--- src/rtl/lspe_pkg.sv ---
// Shared constants for the LED strip pattern engine.
`timescale 1ns / 1ps
package lspe_pkg;

	localparam int CFG_IDX_W  = 3;
	localparam int CFG_DATA_W = 32;
	localparam int TIME_W     = 16;
	localparam int COUNT_W    = 6;
	localparam int RGB_W      = 24;
	localparam int OUT_DATA_W = 32;

	typedef enum logic [CFG_IDX_W-1:0] {
		REG_MODE       = 3'd0,
		REG_BASE_RED   = 3'd1,
		REG_BASE_GREEN = 3'd2,
		REG_BASE_BLUE  = 3'd3,
		REG_LED_MASK   = 3'd4,
		REG_LED_COUNT  = 3'd5,
		REG_HALF_PER   = 3'd6
	} reg_idx_t;

	typedef enum logic [1:0] {
		MODE_OFF    = 2'd0,
		MODE_STEADY = 2'd1,
		MODE_PULSE  = 2'd2,
		MODE_CHASER = 2'd3
	} mode_t;

	localparam logic KIND_TICK    = 1'b0;
	localparam logic KIND_RESTART = 1'b1;

endpackage

--- src/rtl/lspe_ram.sv ---
// Generic simple dual-port RAM with registered read.
`timescale 1ns / 1ps
module lspe_ram #(
	parameter int WIDTH = 24,
	parameter int DEPTH = 32
) (
	input  logic                                       clk,
	input  logic                                       wr_en,
	input  logic [((DEPTH > 1) ? $clog2(DEPTH) : 1)-1:0] wr_addr,
	input  logic [WIDTH-1:0]                           wr_data,
	input  logic [((DEPTH > 1) ? $clog2(DEPTH) : 1)-1:0] rd_addr,
	output logic [WIDTH-1:0]                           rd_data
);
	logic [WIDTH-1:0] mem_q [DEPTH];

	always_ff @(posedge clk) begin
		if (wr_en) begin
			mem_q[wr_addr] <= wr_data;
		end
		rd_data <= mem_q[rd_addr];
	end

endmodule

--- src/rtl/led_strip_pattern_engine_core.sv ---
// Top level of the LED strip pattern engine: colour store, pattern sequencer, output register.
// Restart request: taken with no result. Tick request: chaser passes through the set and clear
// states when the cursor matches the request time; pulse runs one multiply and eight divider
// steps per channel on one shared divider; then each of the n LEDs takes a store read, then a
// modify and write back that waits for a free output register; one request at a time.
// Reset returns control state to its defaults and clears the per-entry valid bits, so the store reads as zero.
`timescale 1ns / 1ps
module led_strip_pattern_engine_core #(
	parameter int MAX_LEDS = 32
) (
	input  logic                                clk,
	input  logic                                arst_n,
	// configuration writes
	input  logic                                cfg_valid,
	output logic                                cfg_ready,
	input  logic [lspe_pkg::CFG_IDX_W-1:0]      cfg_index,
	input  logic [lspe_pkg::CFG_DATA_W-1:0]     cfg_data,
	// request stream
	input  logic                                s_tvalid,
	output logic                                s_tready,
	input  logic [lspe_pkg::TIME_W-1:0]         s_tdata,   // [15:0] time_req
	input  logic                                s_tuser,   // [0] kind
	// result stream
	output logic                                m_tvalid,
	input  logic                                m_tready,
	output logic [lspe_pkg::OUT_DATA_W-1:0]     m_tdata,   // [4:0] led_index, [12:5] red,
	                                                       // [20:13] green, [28:21] blue, 0 above
	output logic                                m_tlast,   // last
	output logic                                m_tuser    // [0] finished
);
	import lspe_pkg::*;

	localparam int AW = (MAX_LEDS > 1) ? $clog2(MAX_LEDS) : 1;

	typedef enum logic [2:0] {
		ST_IDLE,
		ST_CH_SET,
		ST_CH_CLR,
		ST_P_MUL,
		ST_P_DIV,
		ST_RD,
		ST_WB
	} state_t;

	// configuration registers
	mode_t               mode_q;
	logic [7:0]          base_r_q, base_g_q, base_b_q;
	logic [31:0]         mask_q;
	logic [COUNT_W-1:0]  count_q;
	logic [TIME_W-1:0]   half_q;

	// sequencer state
	state_t              state_q;
	mode_t               tmode_q;
	logic [TIME_W-1:0]   pos_q;
	logic [TIME_W-1:0]   num_q;
	logic [COUNT_W-1:0]  n_q;
	logic [COUNT_W-1:0]  i_q;
	logic                fin_q;
	logic [1:0]          ch_q;
	logic [2:0]          step_q;
	logic [TIME_W-1:0]   rem_q;
	logic [7:0]          dvd_q;
	logic [7:0]          pr_q, pg_q, pb_q;
	logic [MAX_LEDS-1:0] valid_q;
	logic                rvalid_q;

	// output register
	logic                out_valid_q;
	logic [4:0]          out_idx_q;
	logic [7:0]          out_r_q, out_g_q, out_b_q;
	logic                out_last_q, out_fin_q;

	// store port signals
	logic                wr_en;
	logic [AW-1:0]       wr_addr;
	logic [RGB_W-1:0]    wr_data;
	logic [RGB_W-1:0]    rd_data;

	logic [TIME_W-1:0]   half_eff;
	logic [TIME_W:0]     full_per;
	logic [COUNT_W-1:0]  n_eff;
	logic [TIME_W-1:0]   t_in;
	logic [TIME_W-1:0]   num_in;
	logic                fin_in;
	logic [7:0]          chan;
	logic [23:0]         prod;
	logic [TIME_W:0]     trial;
	logic                ge;
	logic [RGB_W-1:0]    base_rgb;
	logic [RGB_W-1:0]    stored;
	logic [RGB_W-1:0]    new_rgb;
	logic                masked;
	logic                out_free;
	logic [TIME_W-1:0]   pos_inc;
	logic [TIME_W-1:0]   pos_back;

	lspe_ram #(
		.WIDTH (RGB_W),
		.DEPTH (MAX_LEDS)
	) u_store (
		.clk     (clk),
		.wr_en   (wr_en),
		.wr_addr (wr_addr),
		.wr_data (wr_data),
		.rd_addr (i_q[AW-1:0]),
		.rd_data (rd_data)
	);

	assign cfg_ready = 1'b1;
	assign s_tready  = (state_q == ST_IDLE);

	assign m_tvalid = out_valid_q;
	assign m_tdata  = {3'b000, out_b_q, out_g_q, out_r_q, out_idx_q};
	assign m_tlast  = out_last_q;
	assign m_tuser  = out_fin_q;

	assign half_eff = (half_q == '0) ? TIME_W'(1) : half_q;
	assign full_per = {half_eff, 1'b0};
	assign n_eff    = (count_q > COUNT_W'(MAX_LEDS)) ? COUNT_W'(MAX_LEDS) : count_q;
	assign t_in     = s_tdata;
	assign base_rgb = {base_r_q, base_g_q, base_b_q};
	assign pos_inc  = pos_q + TIME_W'(1);
	assign pos_back = pos_q - TIME_W'(2);
	assign out_free = !out_valid_q || m_tready;
	assign masked   = mask_q[i_q[4:0]];
	assign stored   = rvalid_q ? rd_data : '0;

	// triangle ramp numerator and cycle-finished flag of a new tick
	always_comb begin
		if (t_in <= half_eff) begin
			num_in = t_in;
		end else if ({1'b0, t_in} < full_per) begin
			num_in = TIME_W'(full_per - {1'b0, t_in});
		end else begin
			num_in = '0;
		end
		unique case (mode_q)
			MODE_PULSE:  fin_in = ({1'b0, t_in} >= full_per);
			MODE_CHASER: fin_in = (t_in >= TIME_W'(n_eff));
			default:     fin_in = 1'b0;
		endcase
	end

	// pulse channel multiply and one restoring divider step
	always_comb begin
		unique case (ch_q)
			2'd0:    chan = base_r_q;
			2'd1:    chan = base_g_q;
			default: chan = base_b_q;
		endcase
		prod  = {8'b0, num_q} * {16'b0, chan};
		trial = {rem_q, dvd_q[7]};
		ge    = (trial >= {1'b0, half_eff});
	end

	// colour of the LED under the cursor after the update
	always_comb begin
		unique case (tmode_q)
			MODE_OFF:    new_rgb = '0;
			MODE_STEADY: new_rgb = !masked ? base_rgb : (mask_q[31] ? stored : '0);
			MODE_PULSE:  new_rgb = masked ? '0 : {pr_q, pg_q, pb_q};
			default:     new_rgb = stored;
		endcase
	end

	// store write port
	always_comb begin
		wr_en   = 1'b0;
		wr_addr = i_q[AW-1:0];
		wr_data = new_rgb;
		unique case (state_q)
			ST_CH_SET: begin
				wr_en   = (pos_q < TIME_W'(MAX_LEDS));
				wr_addr = pos_q[AW-1:0];
				wr_data = base_rgb;
			end
			ST_CH_CLR: begin
				wr_en   = (pos_q >= TIME_W'(2)) && (pos_back < TIME_W'(MAX_LEDS));
				wr_addr = pos_back[AW-1:0];
				wr_data = '0;
			end
			ST_WB: begin
				wr_en = out_free;
			end
			default: begin
				wr_en = 1'b0;
			end
		endcase
	end

	always_ff @(posedge clk or negedge arst_n) begin
		if (!arst_n) begin
			mode_q   <= MODE_OFF;
			base_r_q <= '0;
			base_g_q <= '0;
			base_b_q <= '0;
			mask_q   <= '0;
			count_q  <= COUNT_W'(32);
			half_q   <= TIME_W'(100);
		end else if (cfg_valid && cfg_ready) begin
			unique case (cfg_index)
				REG_MODE:       mode_q   <= mode_t'(cfg_data[1:0]);
				REG_BASE_RED:   base_r_q <= cfg_data[7:0];
				REG_BASE_GREEN: base_g_q <= cfg_data[7:0];
				REG_BASE_BLUE:  base_b_q <= cfg_data[7:0];
				REG_LED_MASK:   mask_q   <= cfg_data[31:0];
				REG_LED_COUNT:  count_q  <= cfg_data[COUNT_W-1:0];
				REG_HALF_PER:   half_q   <= cfg_data[TIME_W-1:0];
				default:        ;
			endcase
		end
	end

	// payload registers of the pulse divider
	always_ff @(posedge clk) begin
		if (state_q == ST_P_MUL) begin
			rem_q <= prod[23:8];
			dvd_q <= prod[7:0];
		end else if (state_q == ST_P_DIV) begin
			rem_q <= ge ? TIME_W'(trial - {1'b0, half_eff}) : trial[TIME_W-1:0];
			dvd_q <= {dvd_q[6:0], ge};
		end
		rvalid_q <= valid_q[i_q[AW-1:0]];
	end

	always_ff @(posedge clk or negedge arst_n) begin
		if (!arst_n) begin
			state_q     <= ST_IDLE;
			tmode_q     <= MODE_OFF;
			pos_q       <= '0;
			num_q       <= '0;
			n_q         <= '0;
			i_q         <= '0;
			fin_q       <= 1'b0;
			ch_q        <= '0;
			step_q      <= '0;
			pr_q        <= '0;
			pg_q        <= '0;
			pb_q        <= '0;
			valid_q     <= '0;
			out_valid_q <= 1'b0;
			out_idx_q   <= '0;
			out_r_q     <= '0;
			out_g_q     <= '0;
			out_b_q     <= '0;
			out_last_q  <= 1'b0;
			out_fin_q   <= 1'b0;
		end else begin
			if (state_q == ST_WB && out_free) begin
				out_valid_q <= 1'b1;
			end else if (m_tready) begin
				out_valid_q <= 1'b0;
			end
			if (wr_en) begin
				valid_q[wr_addr] <= 1'b1;
			end
			unique case (state_q)
				ST_IDLE: begin
					if (s_tvalid) begin
						if (s_tuser == KIND_RESTART) begin
							pos_q <= '0;
						end else begin
							tmode_q <= mode_q;
							num_q   <= num_in;
							n_q     <= n_eff;
							fin_q   <= fin_in;
							i_q     <= '0;
							ch_q    <= '0;
							priority if (mode_q == MODE_CHASER && pos_q == t_in) begin
								state_q <= ST_CH_SET;
							end else if (mode_q == MODE_PULSE) begin
								state_q <= ST_P_MUL;
							end else if (n_eff != '0) begin
								state_q <= ST_RD;
							end else begin
								state_q <= ST_IDLE;
							end
						end
					end
				end
				ST_CH_SET: begin
					pos_q   <= pos_inc;
					state_q <= ST_CH_CLR;
				end
				ST_CH_CLR: begin
					state_q <= (n_q != '0) ? ST_RD : ST_IDLE;
				end
				ST_P_MUL: begin
					step_q  <= '0;
					state_q <= ST_P_DIV;
				end
				ST_P_DIV: begin
					step_q <= step_q + 3'd1;
					if (step_q == 3'd7) begin
						unique case (ch_q)
							2'd0:    pr_q <= {dvd_q[6:0], ge};
							2'd1:    pg_q <= {dvd_q[6:0], ge};
							default: pb_q <= {dvd_q[6:0], ge};
						endcase
						ch_q <= ch_q + 2'd1;
						if (ch_q == 2'd2) begin
							state_q <= (n_q != '0) ? ST_RD : ST_IDLE;
						end else begin
							state_q <= ST_P_MUL;
						end
					end
				end
				ST_RD: begin
					state_q <= ST_WB;
				end
				ST_WB: begin
					// hold the colour until the output register is free
					if (out_free) begin
						out_idx_q   <= i_q[4:0];
						out_r_q     <= new_rgb[23:16];
						out_g_q     <= new_rgb[15:8];
						out_b_q     <= new_rgb[7:0];
						out_last_q  <= (COUNT_W'(i_q + COUNT_W'(1)) == n_q);
						out_fin_q   <= fin_q;
						i_q         <= COUNT_W'(i_q + COUNT_W'(1));
						state_q     <= (COUNT_W'(i_q + COUNT_W'(1)) == n_q) ? ST_IDLE : ST_RD;
					end
				end
				default: begin
					state_q <= ST_IDLE;
				end
			endcase
		end
	end

endmodule
--- config.mk ---
export PLATFORM = sky130hd
export DESIGN_NAME = led_strip_pattern_engine_core
export DESIGN_NICKNAME = d
export VERILOG_FILES = /design/src/rtl/lspe_pkg.sv /design/src/rtl/lspe_ram.sv /design/src/rtl/led_strip_pattern_engine_core.sv
export SDC_FILE = /design/constraint.sdc
export NUM_CORES = 2
export LEC_CHECK = 0
export BUFFER_PORTS_ARGS = -buffer_cell sky130_fd_sc_hd__buf_2
export CAP_MARGIN = 20
export CORE_MARGIN = 2
export CORE_UTILIZATION = 26
export CTS_CLUSTER_SIZE = 25
export DETAILED_ROUTE_END_ITERATION = 10
export GPL_ROUTABILITY_DRIVEN = 0
export GPL_TIMING_DRIVEN = 0
export PLACE_DENSITY = 0.41
export SLEW_MARGIN = 20
export SYNTH_ARGS = -nofsm -noshare
export SYNTH_HDL_FRONTEND = slang
export SYNTH_HIERARCHICAL = 1
export SYNTH_SLANG_ARGS = --single-unit
--- constraint.sdc ---
create_clock -name clk -period 5.8 [get_ports clk]
set_input_delay 0.58 -clock clk [delete_from_list [all_inputs] [get_ports clk]]
set_output_delay 0.58 -clock clk [all_outputs]
set_load 0.005 [all_outputs]
## Word-level counts from Yosys, hierarchy flattened

Memory sizes are Yosys's and may differ from the RTL's. A register that Yosys moved wholly into a read port is not among the register bits.
Cells that the tools add are included.

| operators by class | value |
|---|---|
| bitwise logic cells | 3 |
| reduce and logical (&&, ||, !) cells | 35 |
| eq/ne operators | 26 |
| $lt $le $gt $ge | 12 |
| $mul | 1 |
| add/sub/neg operators | 7 |
| multiplexer cells | 52 |

Operator list:

| cell | count |
|---|---|
| $mux W16 | 8 |
| $mux W24 | 4 |
| $pmux W24 S3 | 1 |
| $pmux W24 S2 | 1 |
| $lt A16 B6 Y1 const B | 2 |
| $or A32 B32 Y32 | 1 |
| $pmux W16 S2 | 1 |
| $sub A16 B16 Y16 | 2 |
| $mux W3 | 10 |
| $mul A16 B8 Y24 | 1 |
| $mux W6 | 4 |
| $eq A3 B3 Y1 const B | 7 |
| $pmux W3 S7 | 1 |
| $ge A16 B17 Y1 | 1 |
| $ge A17 B16 Y1 | 1 |
| $lt A16 B17 Y1 | 1 |
| $add A16 B1 Y16 const B | 1 |
| $eq A16 B16 Y1 | 1 |
| $ge A16 B2 Y1 const B | 1 |
| $ge A16 B6 Y1 | 1 |
| $le A16 B16 Y1 | 1 |
| $logic_not A16 Y1 | 1 |
| $mux W8 | 2 |
| $pmux W8 S2 | 1 |
| other kinds (36) | 81 |

| word-level totals | value |
|---|---|
| logic and storage cells | 167 |
| input bits | 57 |
| memories | 1 |
| bits in writable memories | 768 |
| output and inout bits | 37 |
| bits in registers | 248 |

Memory list:

| memory | depth | width | read ports | clocked after Yosys merged registers in | write ports | RTL line | RTL |
|---|---|---|---|---|---|---|---|
| u_store.mem_q | 32 | 24 | 1 | 1 | 1 | lspe_ram.sv:14 | `logic [WIDTH-1:0] mem_q [DEPTH];` |

## Longest topological paths before layout

| depth | value |
|---|---|
| word-level depth | 9 |
| depth in mapped cells | 26 |
| gate-level depth less buffers | 24 |

## By module

Netlist, hierarchy kept.

Modules (own cells, without submodules):

| module | area each (um^2) | cells an instance | instances | seq. area each (um^2) |
|---|---|---|---|---|
| lspe_ram | 30480.5 | 1711 | 1 | 23542.6 |
| led_strip_pattern_engine_core | 18645.4 | 1998 | 1 | 6326.1 |

## Worst setup path before layout

OpenSTA, ideal clock, no wires.

| timing | value |
|---|---|
| kind | reg-to-reg |
| from | register ch_q[1] |
| to | register rem_q[8] (data pin) |
| path slack | -0.367 ns |
| data required time | 5.530 ns |
| setup time | 0.270 ns |
| clock period less this slack | 6.167 ns |
| arrival | 5.897 ns |
| stages on the path, launching flop included | 26 |
| path buffers | 3 |
| path through | dfrtp_1 inv_1 ha_1 clkbuf_1 or2_2 clkbuf_1 nor2_1 nor2_1 clkbuf_1 nand2_1 fa_1 fa_1 inv_1 fa_1 inv_1 fa_1 inv_1 ha_1 o21a_1 o21a_1 o221ai_1 o21ai_0 a2111oi_0 o21ai_0 nand3_1 o21ai_0 |

| between the ends | value |
|---|---|
| word-level cells in the longest chain between the ends | 4 |
| elaborated cells between the ends (all ways) | 5 |
| those cells by class | mul: 1; eq/ne: 1; mux: 2; reduce/logical: 1 |

RTL lines:

| element | RTL line | RTL |
|---|---|---|
| start, declared | led_strip_pattern_engine_core.sv:60 | `logic [1:0] ch_q;` |
| start signal, assigned | led_strip_pattern_engine_core.sv:301 | `ch_q <= ch_q + 2'd1;` |
| $eq A2 B1 Y1 / $logic_not A2 Y1 (equally long branches) | led_strip_pattern_engine_core.sv:147 | `unique case (ch_q)` |
| $pmux W8 S2 * | led_strip_pattern_engine_core.sv:147 |  |
| $mul A16 B8 Y24 * | led_strip_pattern_engine_core.sv:152 | `prod = {8'b0, num_q} * {16'b0, chan};` |
| $mux W16 * | led_strip_pattern_engine_core.sv:217 | `if (state_q == ST_P_MUL) begin` |
| end signal, assigned | led_strip_pattern_engine_core.sv:218 | `rem_q <= prod[23:8];` |
| end signal, assigned | led_strip_pattern_engine_core.sv:221 | `rem_q <= ge ? TIME_W'(trial - {1'b0, half_eff}) : trial[TIME_W-1:0];` |
| end, declared | led_strip_pattern_engine_core.sv:62 | `logic [TIME_W-1:0] rem_q;` |

Mark *: on every way between the ends. The rest lies on a longest branch, timed or not.
A chain may end at the register's enable or synchronous reset.

## Worst setup path after layout

| timing | value |
|---|---|
| from | register ch_q[1] |
| to | register rem_q[14] (data pin) |

The elaborated chain is that of the path after synthesis.

==> flow_summary.toml <==
[setup_path]
worstSetupStartpointType = "flop"
worst_setup_path_end_kind = "flop"
critical_path_peak_fanout = 8
worst-setup-path-type = "reg2reg"
reg2reg_setup_slack_ns = 0.06
cp.required_ns = 6.26
worst_ep_arrival_time_ns = 6.20

[placement]
dp_hpwl_mm = 114
dp.cells = 6354
postPlaceCellArea_sq_mm = 0.0548
placement.setup.worst_slack_ns = -1.28
buffer_ports.inserted = 87

[final_layout]
final_cells = 6611
layout.cells.most_common_list = "sky130_fd_sc_hd__edfxtp_1 (792), sky130_fd_sc_hd__mux2i_1 (389), sky130_fd_sc_hd__nand2_1 (271)"
flow.area_growth_from_synthesis_pct = 21.1
finish.net_count = 4281
final_common_cell = "sky130_fd_sc_hd__edfxtp_1"
layout-drive-gt1-share = 0.176
fillerInstances = 18900
final_area_sq_mm = 0.0595

[die]
die_area_sq_mm = 0.192
fp.dieH_um = 439
initial_utilization = 0.262
die_width_um = 439
placement_row_count = 159
top_level_ports = 94
placeableCoreArea_sq_mm = 0.188

[timing]
tightest_slew_ns = 1.17
timing.final.max_slew_violations = 0
max_freq_ghz = 0.174
slew-limit-headroom = 0.218
fin_worst_hold_slack_ns = 0.0840
timing.final.ws_setup_ns = 0.0612
hold_viol_final = 0
unrepaired_setup_endpoints_after_global_routing = "yes"
finalSetupViolCount = 0
clock-skew-final_ns = 0.0739
post-route-period-util = 0.989
layout_min_cycle_time_ns = 5.74

[drt]
dr_pass1_iterations = 8
initialDrtViolationCount = 2099
drt.antenna.violating_nets = 0
wirelength_mm = 156
detail_routed_net_length_per_standard_cell_um = 23.5
total_number_of_vias = 31100
vias_per_cell = 4.70
drc_violations = 2

[cts]
cts.htree.levels = 3
max-clock-path-buffers = 3
path_clk_slew_ns = 0.07
clock_insertion_delay_worst_skew_ns = 0.79
tritoncts = "yes"
cts.sink_count = 1040
cts_made_buffers = 117
clk_root_buffer_cell = "sky130_fd_sc_hd__clkbuf_16"

[global_routing]
grt_util_all_layers = 0.160
global_route.overflow_total = 0
grt_pass1_vias = 31600
antenna_found_initial = 9
grt_start_max_net_pins = 85
grt_first_pass_wirelength_mm = 225

[run_status]
result_of_the_run = "complete, but fails checks"
violations = "design-rule violations"

[yosys]
seq_cells_post_synth = 1040
async_reset_ff_frac = 0.214
proportion_of_synthesized_chip_area_in_sequential_cells = 0.608
post_synth.cell_area_avg_sq_um = 13.2
synth-warning-count = 6
synth_enable_flop_cells = 792
synthesis.instances = 3709
synth_flop_cell = "sky130_fd_sc_hd__edfxtp_1"
syn-cell-area_sq_mm = 0.0491
synth.distinct_cells = 75

[job]
max-cap-violations = 0

[hold_path]
worstHoldPathType = "in2reg"
-- cells in the mapped netlist, types with 32 or more instances --
master / count / area (sq um)
sky130_fd_sc_hd__a31oi_1: 37 / 231
sky130_fd_sc_hd__a22oi_1: 106 / 796
sky130_fd_sc_hd__fa_1: 86 / 1720
sky130_fd_sc_hd__buf_2: 32 / 160
sky130_fd_sc_hd__a22o_1: 50 / 438
sky130_fd_sc_hd__xnor2_1: 46 / 403
sky130_fd_sc_hd__a21oi_1: 215 / 1080
sky130_fd_sc_hd__ha_1: 122 / 1530
sky130_fd_sc_hd__inv_1: 163 / 612
sky130_fd_sc_hd__nor3_1: 55 / 275
sky130_fd_sc_hd__dfrtp_1: 219 / 5480
sky130_fd_sc_hd__and2_1: 117 / 732
sky130_fd_sc_hd__o21ai_0: 121 / 606
sky130_fd_sc_hd__nand3_1: 93 / 465
sky130_fd_sc_hd__edfxtp_1: 792 / 23800
sky130_fd_sc_hd__nand2_1: 274 / 1030
sky130_fd_sc_hd__clkbuf_1: 126 / 473
sky130_fd_sc_hd__mux2i_1: 389 / 3890
sky130_fd_sc_hd__mux2_2: 95 / 1070
sky130_fd_sc_hd__nor2_1: 148 / 556
-- metrics by stage --
| step | TNS [ns] | util |
|---|---|---|
| finish | 0 | 0.317 |
| global route | -0.716 | 0.317 |
| CTS | -0.0212 | 0.315 |
| detailed placement | -12.61 | 0.292 |
| global placement | -984.92 | 0.281 |
| floorplan | 0 | - |
-- area by class of cell --
class,count,area [sq um],share of cell area
well taps,2495,3120,0.0525
plain buffers,208,1150,0.0193
clock buffers,167,3260,0.0547
clock inverters,47,459,0.00772
flip-flops and latches,1040,29900,0.502
repair buffers,188,2300,0.0387
multi-input cells,2297,18700,0.315
diodes,5,12.5,0.000210
inverters,164,621,0.0104
-- logic make-up after synthesis --
| group | Yosys count | share of synthesized area |
|---|---|---|
| adder cells (fa/ha/maj) | 208 | 0.0661 |
| AO/OA/AOI/OAI | 688 | 0.0885 |
| multiplexers | 504 | 0.110 |
| other | 2 | 0.000153 |
| flip-flops | 1040 | 0.608 |
| AND/OR/NAND/NOR | 822 | 0.0803 |
| XOR/XNOR | 70 | 0.0125 |
| buffers and inverters | 375 | 0.0342 |
-- what timing repair did --
item                                    4_1_cts  5_1_grt
gates resized for setup                     110       64
cloned                                        1        0
endpoints found under the setup margin       16       12
buffers inserted                             23       15
hold buffers                                  1        0
endpoints found under the hold margin        70        0
pin swaps                                    37       62
-- state kept, by name, indices dropped and copies added, names as in the netlist, 16 cells and up --
name and flops:
half_q 16, mask_q 32, num_q 16, pos_q 16, rem_q 16, u_store/mem_q 768
u_store/rd_data 24, valid_q 32
-- final timing paths --
| kind | start | end | cells past startpoint |
|---|---|---|---|
| worst max-delay path | ch_q[1] | rem_q[14] | 23 |
| worst min-delay path | cfg_data[31] | mask_q[31] | 2 |
| worst max register to register | ch_q[1] | rem_q[14] | 23 |
| worst min register to register | valid_q[28] | valid_q[28] | 1 |
| max in group asynchronous | arst_n | out_r_q[6] | 4 |
| min in group asynchronous | arst_n | half_q[11] | 2 |
-- critical path, stage by stage, from the launching register on --
cell                        delay (ns)
sky130_fd_sc_hd__dfrtp_1          0.36
sky130_fd_sc_hd__inv_2            0.08
sky130_fd_sc_hd__ha_4             0.18
sky130_fd_sc_hd__buf_8            0.14
sky130_fd_sc_hd__or2_4            0.31
sky130_fd_sc_hd__nor2_4           0.15
sky130_fd_sc_hd__nor2_4           0.05
sky130_fd_sc_hd__buf_12           0.13
sky130_fd_sc_hd__buf_6            0.12
sky130_fd_sc_hd__and2_4           0.15
sky130_fd_sc_hd__fa_2             0.57
sky130_fd_sc_hd__fa_1             0.45
sky130_fd_sc_hd__fa_1             0.49
sky130_fd_sc_hd__inv_1            0.05
sky130_fd_sc_hd__fa_1             0.52
sky130_fd_sc_hd__inv_1            0.06
sky130_fd_sc_hd__ha_4             0.17
sky130_fd_sc_hd__or3_4            0.40
sky130_fd_sc_hd__o221ai_4         0.27
sky130_fd_sc_hd__o2111ai_4        0.18
sky130_fd_sc_hd__a31oi_4          0.25
sky130_fd_sc_hd__o21bai_1         0.11
sky130_fd_sc_hd__xnor2_1          0.20
sky130_fd_sc_hd__a21oi_1          0.09
-- routing by layer --
metal / up-vias / share of wire / wire (um) / track usage
li1: 14300 / - / - / -
met1: 15900 / 0.44 / 69200 / 0.213
met2: 602 / 0.47 / 73400 / 0.260
met3: 198 / 0.054 / 8360 / 0.0332
met4: 2 / 0.030 / 4680 / 0.0537
met5: - / 0.00013 / 20 / 0
Power is left out: the tool's default activity adds up to more than one toggle a clock period on the data nets, which glitch-free logic cannot reach.
